$ cat config.mk
export PLATFORM = sky130hd
export DESIGN_NAME = sbrd_link
export DESIGN_NICKNAME = d
export VERILOG_FILES = /design/src/design/sbrd_pkg.sv /design/src/design/sbrd_link.sv
export SDC_FILE = /design/constraint.sdc
export NUM_CORES = 1
export LEC_CHECK = 0
export ABC_CLOCK_PERIOD_IN_PS = 1950
export BUFFER_PORTS_ARGS = -buffer_cell sky130_fd_sc_hd__buf_2
export CAP_MARGIN = 40
export CORE_MARGIN = 2
export CORE_UTILIZATION = 51
export DETAILED_ROUTE_END_ITERATION = 16
export GPL_TIMING_DRIVEN = 0
export PLACE_DENSITY = 0.84
export SLEW_MARGIN = 25
export SYNTH_ARGS = -nofsm -noshare
export SYNTH_HDL_FRONTEND = slang
export SYNTH_SLANG_ARGS = --single-unit
$ cat constraint.sdc
create_clock -name clk_i -period 1.95 [get_ports clk_i]
set_input_delay 0.195 -clock clk_i [delete_from_list [all_inputs] [get_ports clk_i]]
set_output_delay 0.195 -clock clk_i [all_outputs]
set_load 0.1 [all_outputs]
$ cat src/design/sbrd_pkg.sv
// Shared constants, field widths and word types of the bear regime detector.
// No dependencies; imported by every module of the block but sbrd_ram.
`timescale 1ns / 1ps

package sbrd_pkg;

  localparam int WINDOW     = 200;
  localparam int PRICE_W    = 32;
  localparam int TS_W       = 48;
  localparam int CNT_W      = 8;
  localparam int PTR_W      = $clog2(WINDOW);
  localparam int FILL_W     = $clog2(WINDOW + 1);
  localparam int SUM_W      = PRICE_W + $clog2(WINDOW);
  localparam int DAY_W      = 22;
  localparam longint MS_PER_DAY = 64'd86400000;

  // day = (ts >> 10) / 84375, done as a multiply by ceil(2**55 / 84375)
  localparam int DAY_LOG2_MS = 10;
  localparam int DAYX_W      = TS_W - DAY_LOG2_MS;
  localparam int RECIP_W     = 39;
  localparam int RECIP_SH    = 55;
  localparam logic [RECIP_W-1:0] DAY_RECIP = 39'd427007964670;
  localparam int SPLIT_W     = 19;
  localparam int PP_W        = DAYX_W + RECIP_W - 2 * SPLIT_W;
  localparam int PROD_W      = DAYX_W + RECIP_W;

  localparam int LINK_DEPTH = 4;
  localparam int LINK_PTR_W = $clog2(LINK_DEPTH);
  localparam int OUTQ_DEPTH = 2;
  localparam int OUTQ_PTR_W = $clog2(OUTQ_DEPTH);

  localparam logic [CNT_W-1:0] RUN_MAX         = 8'd255;
  localparam logic [CNT_W-1:0] BEAR_DAYS_RESET = 8'd20;

  localparam int APB_ADDR_W = 3;
  localparam int APB_DATA_W = 32;

  typedef enum logic {
    OP_TICK = 1'b0,
    OP_SEED = 1'b1
  } op_e;

  typedef enum logic {
    REG_BEAR_DAYS = 1'b0
  } reg_idx_e;

  typedef struct packed {
    logic               roll;
    logic [PRICE_W-1:0] close;
  } link_word_t;

  typedef struct packed {
    logic             bear;
    logic [CNT_W-1:0] count;
    logic             full;
    logic             rolled;
  } result_t;

endpackage

$ cat src/design/sbrd_link.sv
// Short word queue between the front classifier and the window back end.
// Depends on sbrd_pkg for the link word type and depth.
`timescale 1ns / 1ps

module sbrd_link import sbrd_pkg::*; (
  input  logic       clk_i,
  input  logic       rst_ni,
  input  logic       wr_valid_i,
  input  link_word_t wr_word_i,
  output logic       full_o,
  output logic       valid_o,
  output link_word_t word_o,
  input  logic       rd_i
);

  link_word_t            mem_q [LINK_DEPTH];
  logic [LINK_PTR_W-1:0] wr_ptr_q, rd_ptr_q;
  logic [LINK_PTR_W:0]   cnt_q;
  logic                  wr, rd;

  assign full_o  = (cnt_q == (LINK_PTR_W + 1)'(LINK_DEPTH));
  assign valid_o = (cnt_q != '0);
  assign wr      = wr_valid_i && !full_o;
  assign rd      = rd_i && valid_o;
  assign word_o  = mem_q[rd_ptr_q];

  always_ff @(posedge clk_i) begin
    if (wr) begin
      mem_q[wr_ptr_q] <= wr_word_i;
    end
  end

  always_ff @(posedge clk_i or negedge rst_ni) begin
    if (!rst_ni) begin
      wr_ptr_q <= '0;
      rd_ptr_q <= '0;
      cnt_q    <= '0;
    end else begin
      if (wr) begin
        wr_ptr_q <= wr_ptr_q + LINK_PTR_W'(1);
      end
      if (rd) begin
        rd_ptr_q <= rd_ptr_q + LINK_PTR_W'(1);
      end
      if (wr && !rd) begin
        cnt_q <= cnt_q + (LINK_PTR_W + 1)'(1);
      end else if (rd && !wr) begin
        cnt_q <= cnt_q - (LINK_PTR_W + 1)'(1);
      end
    end
  end

  assert property (@(posedge clk_i) disable iff (!rst_ni)
    cnt_q <= (LINK_PTR_W + 1)'(LINK_DEPTH))
    else $error("link queue count out of range");

endmodule

After elaboration in Yosys (flattened, before gate mapping)
Memory sizes are Yosys's and may differ from the RTL's.
Index checks and enable logic that the tools add are counted.

word-level totals
  bits in registers = 7
  memories kept = 1
  word-level logic and storage cells = 22
  input port bits = 37
  bits in writable memories = 132

cells by class
  $add $sub $neg = 4
  eq/ne operators = 1
  reductions and logical operators = 9
  multiplexer cells = 4

memory list
  memory  words  width  rd ports  clocked after Yosys merged registers in  write ports  line             source
  mem_q   4      33     1         0                                        1            sbrd_link.sv:16  link_word_t mem_q [LINK_DEPTH];

operators by type and width
  operator                                                             count
  3-bit two-way mux                                                    2
  2-bit by 1-bit adder with 2-bit output (second input constant)       2
  1-bit logical AND                                                    4
  3-bit by 1-bit adder with 3-bit output (second input constant)       1
  3-bit equality test (second input constant)                          1
  1-bit logical NOT                                                    3
  3-bit nonzero test                                                   1
  3-bit by 1-bit subtractor with 3-bit output (second input constant)  1
  1-bit two-way mux                                                    2
  2-bit nonzero test                                                   1

Logic depth before layout (Yosys ltp)
  word-level depth = 7
  gate-level depth with buffers = 9
  gate-level depth less buffers = 8

Worst setup path after synthesis
Ideal clock, no wire load.

  path type = register to register
  start point = register cnt_q[0]
  end point = register cnt_q[1]
  cell stages (with the launch flop) = 8
  path slack = -1114 ps
  data arrival time = 2939 ps
  buffers on the path = 1
  cell sequence = dfrtp_1 nor3b_2 nor2b_1 buf_6 ha_1 inv_1 fa_1 mux2_2

on the way
  longest elaborated chain between the ends = 6

ends and longest elaborated chain
  item                          line             source
  from (decl)                   sbrd_link.sv:18  logic [LINK_PTR_W:0] cnt_q;
  from (signal assigned)        sbrd_link.sv:46  cnt_q <= cnt_q + (LINK_PTR_W + 1)'(1);
  from (signal assigned)        sbrd_link.sv:48  cnt_q <= cnt_q - (LINK_PTR_W + 1)'(1);
  3-bit equality test (*)       sbrd_link.sv:21  assign full_o = (cnt_q == (LINK_PTR_W + 1)'(LINK_DEPTH));
  via full_o                    sbrd_link.sv:10  output logic full_o,
  1-bit logical NOT (*)         sbrd_link.sv:23  assign wr = wr_valid_i && !full_o;
  1-bit logical AND (*)         sbrd_link.sv:23
  via wr                        sbrd_link.sv:19  logic wr, rd;
  1-bit logical NOT             sbrd_link.sv:47  end else if (rd && !wr) begin
  1-bit logical AND             sbrd_link.sv:47
  2-bit nonzero test (no line)  -

The timed path passes the listed nets; every way through them passes the cells marked *. The select of a mux whose other input is x is not followed.
A chain may end at the register's enable or synchronous reset.

==> results.ini <==
[routing]
num_vias = 2601
wl_mm = 9.80
wl_per_cell_um = 19.7
route.detailed.drc = 0
drtIter0Drc = 99
detail-route-antenna-nets = 0
vias_per_cell = 5.23
first_pass_iters = 4

[floorplan]
coreArea_um2 = 9860
start_util = 0.531
die-height_um = 105
num_io_pins = 72
dieArea_um2 = 11100
die_x_um = 105
num_rows = 36

[final_layout]
fin_area_um2 = 7240
num_antenna_cells = 0
num-nets-final = 394
finish.utilization = 0.734
synthToLayoutAreaGrowth_pct = 38.3
drive_above_1_share = 0.486

[worst_setup_path]
cpMostUsedCell = buf_12
path_cells = buf_12 > buf_12 > mux4_2 > buf_12
slowest_stage = mux4_2
crit_type = reg -> out
worst_ep_arrival_time_ns = 1.95
worstReg2RegEnd = cnt_q[2]
crit_buf_inv = 3
critPathLaunchType = flip-flop
r2r-start = cnt_q[1]
regToRegSetupSlack_ns = 0.01
crit_fanout = 9
slowest_delay_ns = 0.56
reg2reg_depth = 8
setup.worst_path.end_class = output port
cpLargestDelayFamily = multiplexers
crit_required_ns = 1.75

[synth]
syn-num-nets = 251
yosysUniqueCellTypes = 21
yosysMostFrequentCell = edfxtp_1
synth.avg_cell_area_um2 = 25.2
synth_enable_flop_cells = 132
synth_area_um2 = 5240
postSynthCellCount = 208
synthTopCellsByCount = 132 x edfxtp_1, 28 x mux4_2, 7 x dfrtp_1, 5 x ha_1, 5 x mux4_1
synth_top_area_frac = 0.757
synth-main-ff-cell = edfxtp_1
synth_area_leaders = edfxtp_1 76%, mux4_2 12%, dfrtp_1 3.3%, mux4_1 2.5%, ha_1 1.2%
synth_area_leader_cell = edfxtp_1
ys_warn_count = 0
async_reset_ff_frac = 0.0504
seq_area_frac_synth = 0.790
ys_seq_elements = 139

[clock_tree]
cts-root-buf = clkbuf_8
htreeDepth = 4
cts.sinks = 139
cts_tree = done
cts_buffer_depth = 2
cts_buffers = 17
clock_latency_ns = 0.51
clk_pin_slew_ns = 0.06

[grt]
grt_usage = 0.187
grt-ovfl-total = 0
grt_pass1_wl_mm = 15.1
grt_pass1_vias = 2902
use_met3 = 0.0538
grt_max_degree = 24
busiest_layer = met2
grt_util_met1 = 0.226
antenna_found_initial = 0
grt_use_met2 = 0.325

[sta]
setup_viol = 33
finalCriticalPeriod_ns = 2.15
finalHoldViolCount = 0
rsz0062_at_grt = yes
maxSlewHeadroom = 0.665
slew_viol_final = 0
finClkSkew_ns = 0.00802
finalCritPeriodShare = 1.10
max_freq_mhz = 465
worst_slew_pin_slew_ns = 0.502
fin_ws_ns = -0.199

[flow_run]
drv_cap = 0

[run_status]
violations = setup timing
outcome = finished with violations

[placed_design]
dp_hpwl_mm = 5.70
place_congestion = 0.654
portBuffers = 71
post_dp_cell_area_um2 = 5880

[hold_path]
hold_class = in -> async

[layer usage]
layer | share of wire | up-vias | wire length (µm)
met5 | 0 | - | 0
met4 | 0.0055 | 0 | 54
met3 | 0.037 | 6 | 360
met2 | 0.55 | 68 | 5350
met1 | 0.41 | 1363 | 4040
li1 | - | 1164 | -
[metrics by stage]
step	setup WS, ns	hold slack (ns)	instances	TNS [ns]
6_report	-0.199	0.0859	497	-5.37
5_1_grt	-0.249	0.0768	497	-7.45
4_1_cts	-0.211	0.0334	494	-5.86
3_5_place_dp	-0.256	0.0506	416	-0.442
3_3_place_gp	-0.218	0.0352	412	-7.95
2_1_floorplan	-0.621	-0.101	208	-48.59
[cell families after synthesis]
logic type	synth area share
xor gates and xnor gates	0.0100
adders and majority gates	0.0158
buffers and inverters	0.0217
DFF	0.790
muxes	0.150
and+or+nand+nor	0.0119
[cell type report]
cell class                 instances  area [µm²]
sequential                       139        4140
fill                             543        2620
timing repair buffer             125        1260
multi-input combinational         57        1010
clock buffer                      18         418
tap                              133         166
clock inverter                    14         121
buffer                             8         108
inverter                           3        11.3
[registers in the layout, indices dropped and copies added, names as in the netlist]
register  count
rd_ptr_q      2
mem_q       132
cnt_q         3
wr_ptr_q      2
[timing repair]
action                                  CTS  global route
gates cloned                              1             2
buffers inserted                         10             2
pin swaps                                 3             4
endpoints found under the setup margin   36           100
hold buffers                             35             0
endpoints found under the hold margin   140             0
gates resized for setup                  97            10
[worst max-delay path by stage]
stage / endpoint / slack [ns] / from / cells after the start
global placement: cnt_q[2] / -0.22 / cnt_q[0] / 8
detailed placement: cnt_q[2] / -0.26 / cnt_q[0] / 8
floorplan: cnt_q[1] / -0.62 / cnt_q[1] / 7
finish: word_o[11] / -0.20 / rd_ptr_q[0] / 4
global route: word_o[11] / -0.25 / rd_ptr_q[0] / 4
CTS: word_o[6] / -0.21 / rd_ptr_q[0] / 4
[worst reg2reg max path, stage by stage, from the launching register on]
cell and delay (ns):
dfrtp_2 0.41, or3_4 0.42, nand2_4 0.09, ha_4 0.13
inv_2 0.03, fa_2 0.34, xor2_1 0.18, nor2_1 0.07
xor2_1 0.16
[cell usage in the layout, fill, tap and decap left out, drive strengths merged, types with 2 or more instances in the layout]
cell,n
edfxtp,132
xor2,2
clkbuf,21
and2,4
mux4,33
dfrtp,7
buf,95
mux2,2
clkinvlp,6
dlygate4sd3,35
ha,5
clkinv,4
inv,6
xnor2,4
Power is left out: the tool's default activity adds up to more than one toggle a clock period on the data nets, which glitch-free logic cannot reach.
