## src/design/sbrd_pkg.sv

```systemverilog
// Shared constants, field widths and word types of the bear regime detector.
// No dependencies; imported by every module of the block but sbrd_ram.
`timescale 1ns / 1ps

package sbrd_pkg;

  localparam int WINDOW     = 200;
  localparam int PRICE_W    = 32;
  localparam int TS_W       = 48;
  localparam int CNT_W      = 8;
  localparam int PTR_W      = $clog2(WINDOW);
  localparam int FILL_W     = $clog2(WINDOW + 1);
  localparam int SUM_W      = PRICE_W + $clog2(WINDOW);
  localparam int DAY_W      = 22;
  localparam longint MS_PER_DAY = 64'd86400000;

  // day = (ts >> 10) / 84375, done as a multiply by ceil(2**55 / 84375)
  localparam int DAY_LOG2_MS = 10;
  localparam int DAYX_W      = TS_W - DAY_LOG2_MS;
  localparam int RECIP_W     = 39;
  localparam int RECIP_SH    = 55;
  localparam logic [RECIP_W-1:0] DAY_RECIP = 39'd427007964670;
  localparam int SPLIT_W     = 19;
  localparam int PP_W        = DAYX_W + RECIP_W - 2 * SPLIT_W;
  localparam int PROD_W      = DAYX_W + RECIP_W;

  localparam int LINK_DEPTH = 4;
  localparam int LINK_PTR_W = $clog2(LINK_DEPTH);
  localparam int OUTQ_DEPTH = 2;
  localparam int OUTQ_PTR_W = $clog2(OUTQ_DEPTH);

  localparam logic [CNT_W-1:0] RUN_MAX         = 8'd255;
  localparam logic [CNT_W-1:0] BEAR_DAYS_RESET = 8'd20;

  localparam int APB_ADDR_W = 3;
  localparam int APB_DATA_W = 32;

  typedef enum logic {
    OP_TICK = 1'b0,
    OP_SEED = 1'b1
  } op_e;

  typedef enum logic {
    REG_BEAR_DAYS = 1'b0
  } reg_idx_e;

  typedef struct packed {
    logic               roll;
    logic [PRICE_W-1:0] close;
  } link_word_t;

  typedef struct packed {
    logic             bear;
    logic [CNT_W-1:0] count;
    logic             full;
    logic             rolled;
  } result_t;

endpackage

```

## src/design/sbrd_front.sv

```systemverilog
// Front end: pipelined day-number reciprocal multiply and tick/day classifier.
// Depends on sbrd_pkg; emits link words of roll flag and daily close.
`timescale 1ns / 1ps

module sbrd_front import sbrd_pkg::*; (
  input  logic               clk_i,
  input  logic               rst_ni,
  input  logic               push_i,
  output logic               full_o,
  input  logic               operation_i,
  input  logic [TS_W-1:0]    timestamp_ms_i,
  input  logic [PRICE_W-1:0] price_i,
  output logic               word_valid_o,
  output link_word_t         word_o,
  input  logic               word_full_i
);

  logic               v0_q, v1_q, v2_q;
  logic [DAYX_W-1:0]  x_q;
  logic [PP_W-1:0]    pp_hh_q, pp_hl_q, pp_lh_q, pp_ll_q;
  logic [PROD_W-1:0]  prod;
  logic [DAY_W-1:0]   quo_q;
  logic               op0_q, op1_q, op2_q;
  logic [PRICE_W-1:0] px0_q, px1_q, px2_q;

  logic               adv;
  logic               take;
  logic               started_q, started_d;
  logic [DAY_W-1:0]   day_q, day_d;
  logic [PRICE_W-1:0] last_q, last_d;

  assign adv    = !(v2_q && word_full_i);
  assign full_o = !adv;
  assign take   = v2_q && !word_full_i;

  assign prod = (PROD_W'(pp_hh_q) << (2 * SPLIT_W))
              + ((PROD_W'(pp_hl_q) + PROD_W'(pp_lh_q)) << SPLIT_W)
              + PROD_W'(pp_ll_q);

  always_ff @(posedge clk_i or negedge rst_ni) begin
    if (!rst_ni) begin
      v0_q <= 1'b0;
      v1_q <= 1'b0;
      v2_q <= 1'b0;
    end else if (adv) begin
      v0_q <= push_i;
      v1_q <= v0_q;
      v2_q <= v1_q;
    end
  end

  always_ff @(posedge clk_i) begin
    if (adv) begin
      x_q     <= timestamp_ms_i[TS_W-1:DAY_LOG2_MS];
      op0_q   <= operation_i;
      px0_q   <= price_i;
      pp_hh_q <= PP_W'(x_q[DAYX_W-1:SPLIT_W]) * PP_W'(DAY_RECIP[RECIP_W-1:SPLIT_W]);
      pp_hl_q <= PP_W'(x_q[DAYX_W-1:SPLIT_W]) * PP_W'(DAY_RECIP[SPLIT_W-1:0]);
      pp_lh_q <= PP_W'(x_q[SPLIT_W-1:0]) * PP_W'(DAY_RECIP[RECIP_W-1:SPLIT_W]);
      pp_ll_q <= PP_W'(x_q[SPLIT_W-1:0]) * PP_W'(DAY_RECIP[SPLIT_W-1:0]);
      op1_q   <= op0_q;
      px1_q   <= px0_q;
      quo_q   <= prod[PROD_W-1:RECIP_SH];
      op2_q   <= op1_q;
      px2_q   <= px1_q;
    end
  end

  always_comb begin
    started_d  = started_q;
    day_d      = day_q;
    last_d     = last_q;
    word_o     = '{roll: 1'b0, close: last_q};
    unique case (op_e'(op2_q))
      OP_SEED: begin
        word_o = '{roll: 1'b1, close: px2_q};
      end
      OP_TICK: begin
        word_o.roll = started_q && (quo_q != day_q);
        if (take) begin
          started_d = 1'b1;
          day_d     = quo_q;
          last_d    = px2_q;
        end
      end
      default: begin
        word_o = '{roll: 1'b0, close: last_q};
      end
    endcase
  end

  always_ff @(posedge clk_i or negedge rst_ni) begin
    if (!rst_ni) begin
      started_q <= 1'b0;
      day_q     <= '0;
      last_q    <= '0;
    end else begin
      started_q <= started_d;
      day_q     <= day_d;
      last_q    <= last_d;
    end
  end

  assign word_valid_o = v2_q;

endmodule

```

## config.mk

```make
export PLATFORM = sky130hd
export DESIGN_NAME = sbrd_front
export DESIGN_NICKNAME = d
export VERILOG_FILES = /design/src/design/sbrd_pkg.sv /design/src/design/sbrd_front.sv
export SDC_FILE = /design/constraint.sdc
export NUM_CORES = 2
export LEC_CHECK = 0
export BUFFER_PORTS_ARGS = -buffer_cell sky130_fd_sc_hd__buf_2
export CORE_MARGIN = 8
export CORE_UTILIZATION = 65
export CTS_CLUSTER_DIAMETER = 30
export DETAILED_ROUTE_END_ITERATION = 8
export HOLD_SLACK_MARGIN = 0.06
export MAX_ROUTING_LAYER = met4
export PLACE_DENSITY = 0.83
export SLEW_MARGIN = 30
export SYNTH_ARGS = -nofsm -noshare
export SYNTH_HDL_FRONTEND = slang
export SYNTH_SLANG_ARGS = --single-unit
```

## constraint.sdc

```tcl
create_clock -name clk_i -period 11.2 [get_ports clk_i]
set_clock_uncertainty 0.1 [all_clocks]
set_input_delay 0.56 -clock clk_i [delete_from_list [all_inputs] [get_ports clk_i]]
set_output_delay 0.56 -clock clk_i [all_outputs]
set_load 0.02 [all_outputs]
```

Word-level counts from Yosys, hierarchy flattened
Index checks and enable logic that the tools add are counted.
{"block": "totals", "register_bits": 361, "input_bits": 85, "out_inout_bits": 35, "wordCells": 34}
{"block": "classes", "n_addsub": 3, "mul": 4, "eq_ne": 1, "muxes": 2, "bitwise": 1, "n_reduce_logical": 5}
{"cell": "$mul 19x20->39 const B", "n": 2}
{"cell": "$add 77x34->77", "n": 1}
{"cell": "$add 77x59->77", "n": 1}
{"cell": "$mul 19x14->33 const B", "n": 2}
{"cell": "$add 34x39->40", "n": 1}
{"cell": "$mux 32", "n": 1}
{"cell": "$ne 22x22->1", "n": 1}
{"cell": "$logic_and 1x1->1", "n": 3}
{"cell": "$pmux 1 s2", "n": 1}
{"cell": "$reduce_and 2->1", "n": 1}
{"cell": "$logic_not 1->1", "n": 1}
{"cell": "$not 1->1", "n": 1}

Logic depth before layout (Yosys ltp)
{"block": "depth", "depth_word": 3, "mapped_depth": 24, "mapped_depth_nobuf": 23}

Least setup slack after synthesis
OpenSTA, ideal clock, no wires.
{"block": "synth_path", "kind": "in2out", "start": "input word_full_i", "end": "output full_o", "arrival_ns": 7.760, "required_time_ns": 10.540, "path_slack_ns": 2.780, "cell_stages": 2, "n_path_buf": 0, "path_cell_list": "nand2_1 -> inv_1"}
{"block": "synth_between", "elab_chain_cells": 1}
{"element": "start, declared", "line": "sbrd_front.sv:15", "rtl": "input logic word_full_i"}
{"element": "$logic_and 1x1->1", "line": "sbrd_front.sv:32", "rtl": "assign adv = !(v2_q && word_full_i);"}
{"element": "end, declared", "line": "sbrd_front.sv:9", "rtl": "output logic full_o,"}
Every way passes these cells.

Final worst setup path
{"block": "layout_path", "start": "register x_q[10]", "end": "register pp_ll_q[33], data pin"}
{"block": "layout_between", "elab_chain_cells": 1}
{"element": "start, declared", "line": "sbrd_front.sv:19", "rtl": "logic [DAYX_W-1:0] x_q;"}
{"element": "start signal, assigned", "line": "sbrd_front.sv:54", "rtl": "x_q <= timestamp_ms_i[TS_W-1:DAY_LOG2_MS];"}
{"element": "$mul 19x14->33", "line": "sbrd_front.sv:60", "rtl": "pp_ll_q <= PP_W'(x_q[SPLIT_W-1:0]) * PP_W'(DAY_RECIP[SPLIT_W-1:0]);"}
{"element": "end signal, assigned", "line": "sbrd_front.sv:60"}
{"element": "end, declared", "line": "sbrd_front.sv:20", "rtl": "logic [PP_W-1:0] pp_hh_q, pp_hl_q, pp_lh_q, pp_ll_q;"}
Every way passes these cells.
A chain may end at the register's enable or synchronous reset.

==> impl_metrics.json <==
{
  "critPathRequiredTime_ns": 11.52,
  "hold_class": "primary input to register",
  "maxCapViolCount": 0,
  "drive_above_1_share": 0.09134,
  "synth_edf_count": 284,
  "grt-ovfl-total": 0,
  "synth_fp_nets": 4757,
  "synth_warnings": 0,
  "synth_area_leaders": "fa_1 28%, edfxtp_1 22%, ha_1 19%, inv_1 8.5%, dfrtp_1 3.7%",
  "synthArstFlopShare": 0.1696,
  "slew_headroom": 0.3709,
  "cts_setup_buffers": 0,
  "status": "finished clean",
  "vias": 26170,
  "tightest_slew_ns": 0.9436,
  "grt_usage": 0.2717,
  "grt_setup_unrepaired": "no",
  "avgSynthCellArea_um2": 11.20,
  "layout.nets": 5004,
  "synth_top_area_cell": "fa_1",
  "yosys_register_bits": 342,
  "ant_nets": 0,
  "slew_violations": 0,
  "fillers": 3846,
  "fp.dieArea_um2": 68900,
  "netlist_instances": 3525,
  "setup.worst_path.end_class": "register",
  "io_buffers": 109,
  "row_count": 90,
  "hold_viol_final": 0,
  "numClockSinks": 342,
  "critPathKind": "register to register",
  "ys_types": 64,
  "final_cell_mix": "896 x inv_1, 594 x ha_1, 553 x fa_1",
  "synth-main-ff-cell": "edfxtp_1",
  "clk_latency_ns": 0.62,
  "ios": 120,
  "final_common_cell": "inv_1",
  "cts-htree-levels": 3,
  "period_share": 0.6848,
  "chipWidth_um": 262.5,
  "seq_area_frac_synth": 0.2527,
  "gp_congestion": 0.9678,
  "antenna_found_initial": 2,
  "cts_resized": 0,
  "ctsHoldBuffers": 72,
  "fmax_mhz": 130.4,
  "start_util": 0.6555,
  "cts_root_buffer": "clkbuf_16",
  "setup_violations": 0,
  "drt-total-wl_mm": 89.45,
  "synth_top_area_share": 0.2803,
  "clk_pin_slew_worst_paths_ns": 0.04,
  "synth_area_um2": 39490,
  "dpl.hpwl_mm": 71.87,
  "core_um2": 60250,
  "cts_buffer_depth": 3,
  "arrival_ns": 7.99,
  "syn_to_final_growth_pct": 12.70,
  "drt_drc_violations_left": 0,
  "via_per_inst": 5.670,
  "first_pass_iters": 5,
  "fin_setup_tns_ns": 0,
  "grt_pass1_wl_mm": 145.9,
  "drt_iter0_markers": 1870,
  "grt_pass1_vias": 28220,
  "post_drt_wl_per_cell_um": 19.38,
  "die_h_um": 262.5,
  "cp_max_fo": 8,
  "fin_crit_ns": 7.669,
  "cts_made_buffers": 73,
  "startpoint_type": "register",
  "grt_max_degree": 171,
  "tritoncts": "done"
}
## layer usage
metal  global-route usage  vias up  wire length (um)
met5                    -        -                 0
met4              0.09018        0              2889
met3              0.04341      171              5647
met2               0.4368      873             42760
met1               0.3534    13030             38150
li1                     -    12100                 -
## area by class of cell
class	instances	area [um2]	share of cell area
antenna	2	5.005	0.0001125
clock buffer	81	1877	0.04217
clock inverter	54	860.8	0.01934
inverter	896	3363	0.07557
multi-input combinational	2268	26090	0.5862
sequential	342	9980	0.2242
tap	782	978.4	0.02198
timing repair buffer	191	1354	0.03042
## logic make-up after synthesis
kind of cell    Yosys count  synth area share
xor+xnor                171           0.03792
mux                      91           0.02588
simple gates            376           0.04683
fa+ha+maj              1147            0.4685
buf+inv                 915           0.08703
compound gates          483           0.08111
flops                   342            0.2527
## cells in the mapped netlist, types with 17 or more instances
| cell type | number |
|---|---|
| a211oi_1 | 24 |
| a21o_1 | 66 |
| a21oi_1 | 150 |
| clkbuf_1 | 17 |
| dfrtp_1 | 58 |
| edfxtp_1 | 284 |
| fa_1 | 553 |
| ha_1 | 594 |
| inv_1 | 896 |
| mux2_2 | 88 |
| nand2_1 | 81 |
| nand2b_1 | 19 |
| nand3_1 | 49 |
| nand4_1 | 22 |
| nor2_1 | 90 |
| nor2b_1 | 22 |
| nor3_1 | 29 |
| o21a_1 | 29 |
| o21ai_0 | 74 |
| xnor2_1 | 130 |
| xor2_1 | 41 |
## state kept, by name, indices dropped and copies added (netlist names)
name          flops
px2_q            32
quo_q            22
pp_hl_q          32
x_q              38
pp_ll_q          15
pp_lh_q          39
word_valid_o      1
day_q            22
op2_q             1
v1_q              1
pp_hh_q          39
px0_q            32
px1_q            32
started_q         1
op0_q             1
last_q           32
v0_q              1
op1_q             1
## worst paths after layout
path,startpoint,end,slack [ns],depth (start not counted)
setup / recovery,x_q[10],pp_ll_q[33],3.53,21
hold / removal,timestamp_ms_i[23],x_q[13],0.09,1
setup reg to reg,x_q[10],pp_ll_q[33],3.53,21
hold reg to reg,px0_q[15],px1_q[15],0.29,0
max in group asynchronous,rst_ni,last_q[27],9.91,3
min in group asynchronous,rst_ni,last_q[7],0.55,3
## critical path, cell delays in order (launching register included)
cell and delay [ns]:
edfxtp_1 0.79, inv_1 0.41, fa_1 0.62, fa_1 0.51, fa_1 0.53, inv_1 0.06
fa_1 0.49, fa_1 0.50, inv_1 0.05, fa_1 0.48, inv_1 0.04, ha_1 0.33
a2111oi_0 0.71, and4_1 0.30, o311ai_0 0.27, nand3_1 0.28, a311oi_1 0.22, nand3_1 0.17
a21oi_1 0.10, o21ai_0 0.24, a21oi_1 0.11, a31oi_1 0.22
## stage by stage
stage	hold WS, ns	util	cells	setup WS [ns]	instance area [um2]
floorplan	0.1644	-	3525	2.780	39490
CTS	0.06118	0.7387	4614	3.573	44500
global placement	0.3006	0.6812	4407	3.807	41040
global route	0.07192	0.7387	4616	3.126	44510
finish	0.08534	0.7387	4616	3.531	44510
detailed placement	0.3045	0.6812	4407	3.635	41040
Power is not shown: default switching activity piles up to over one toggle a cycle in this logic, so the estimate is an artifact.
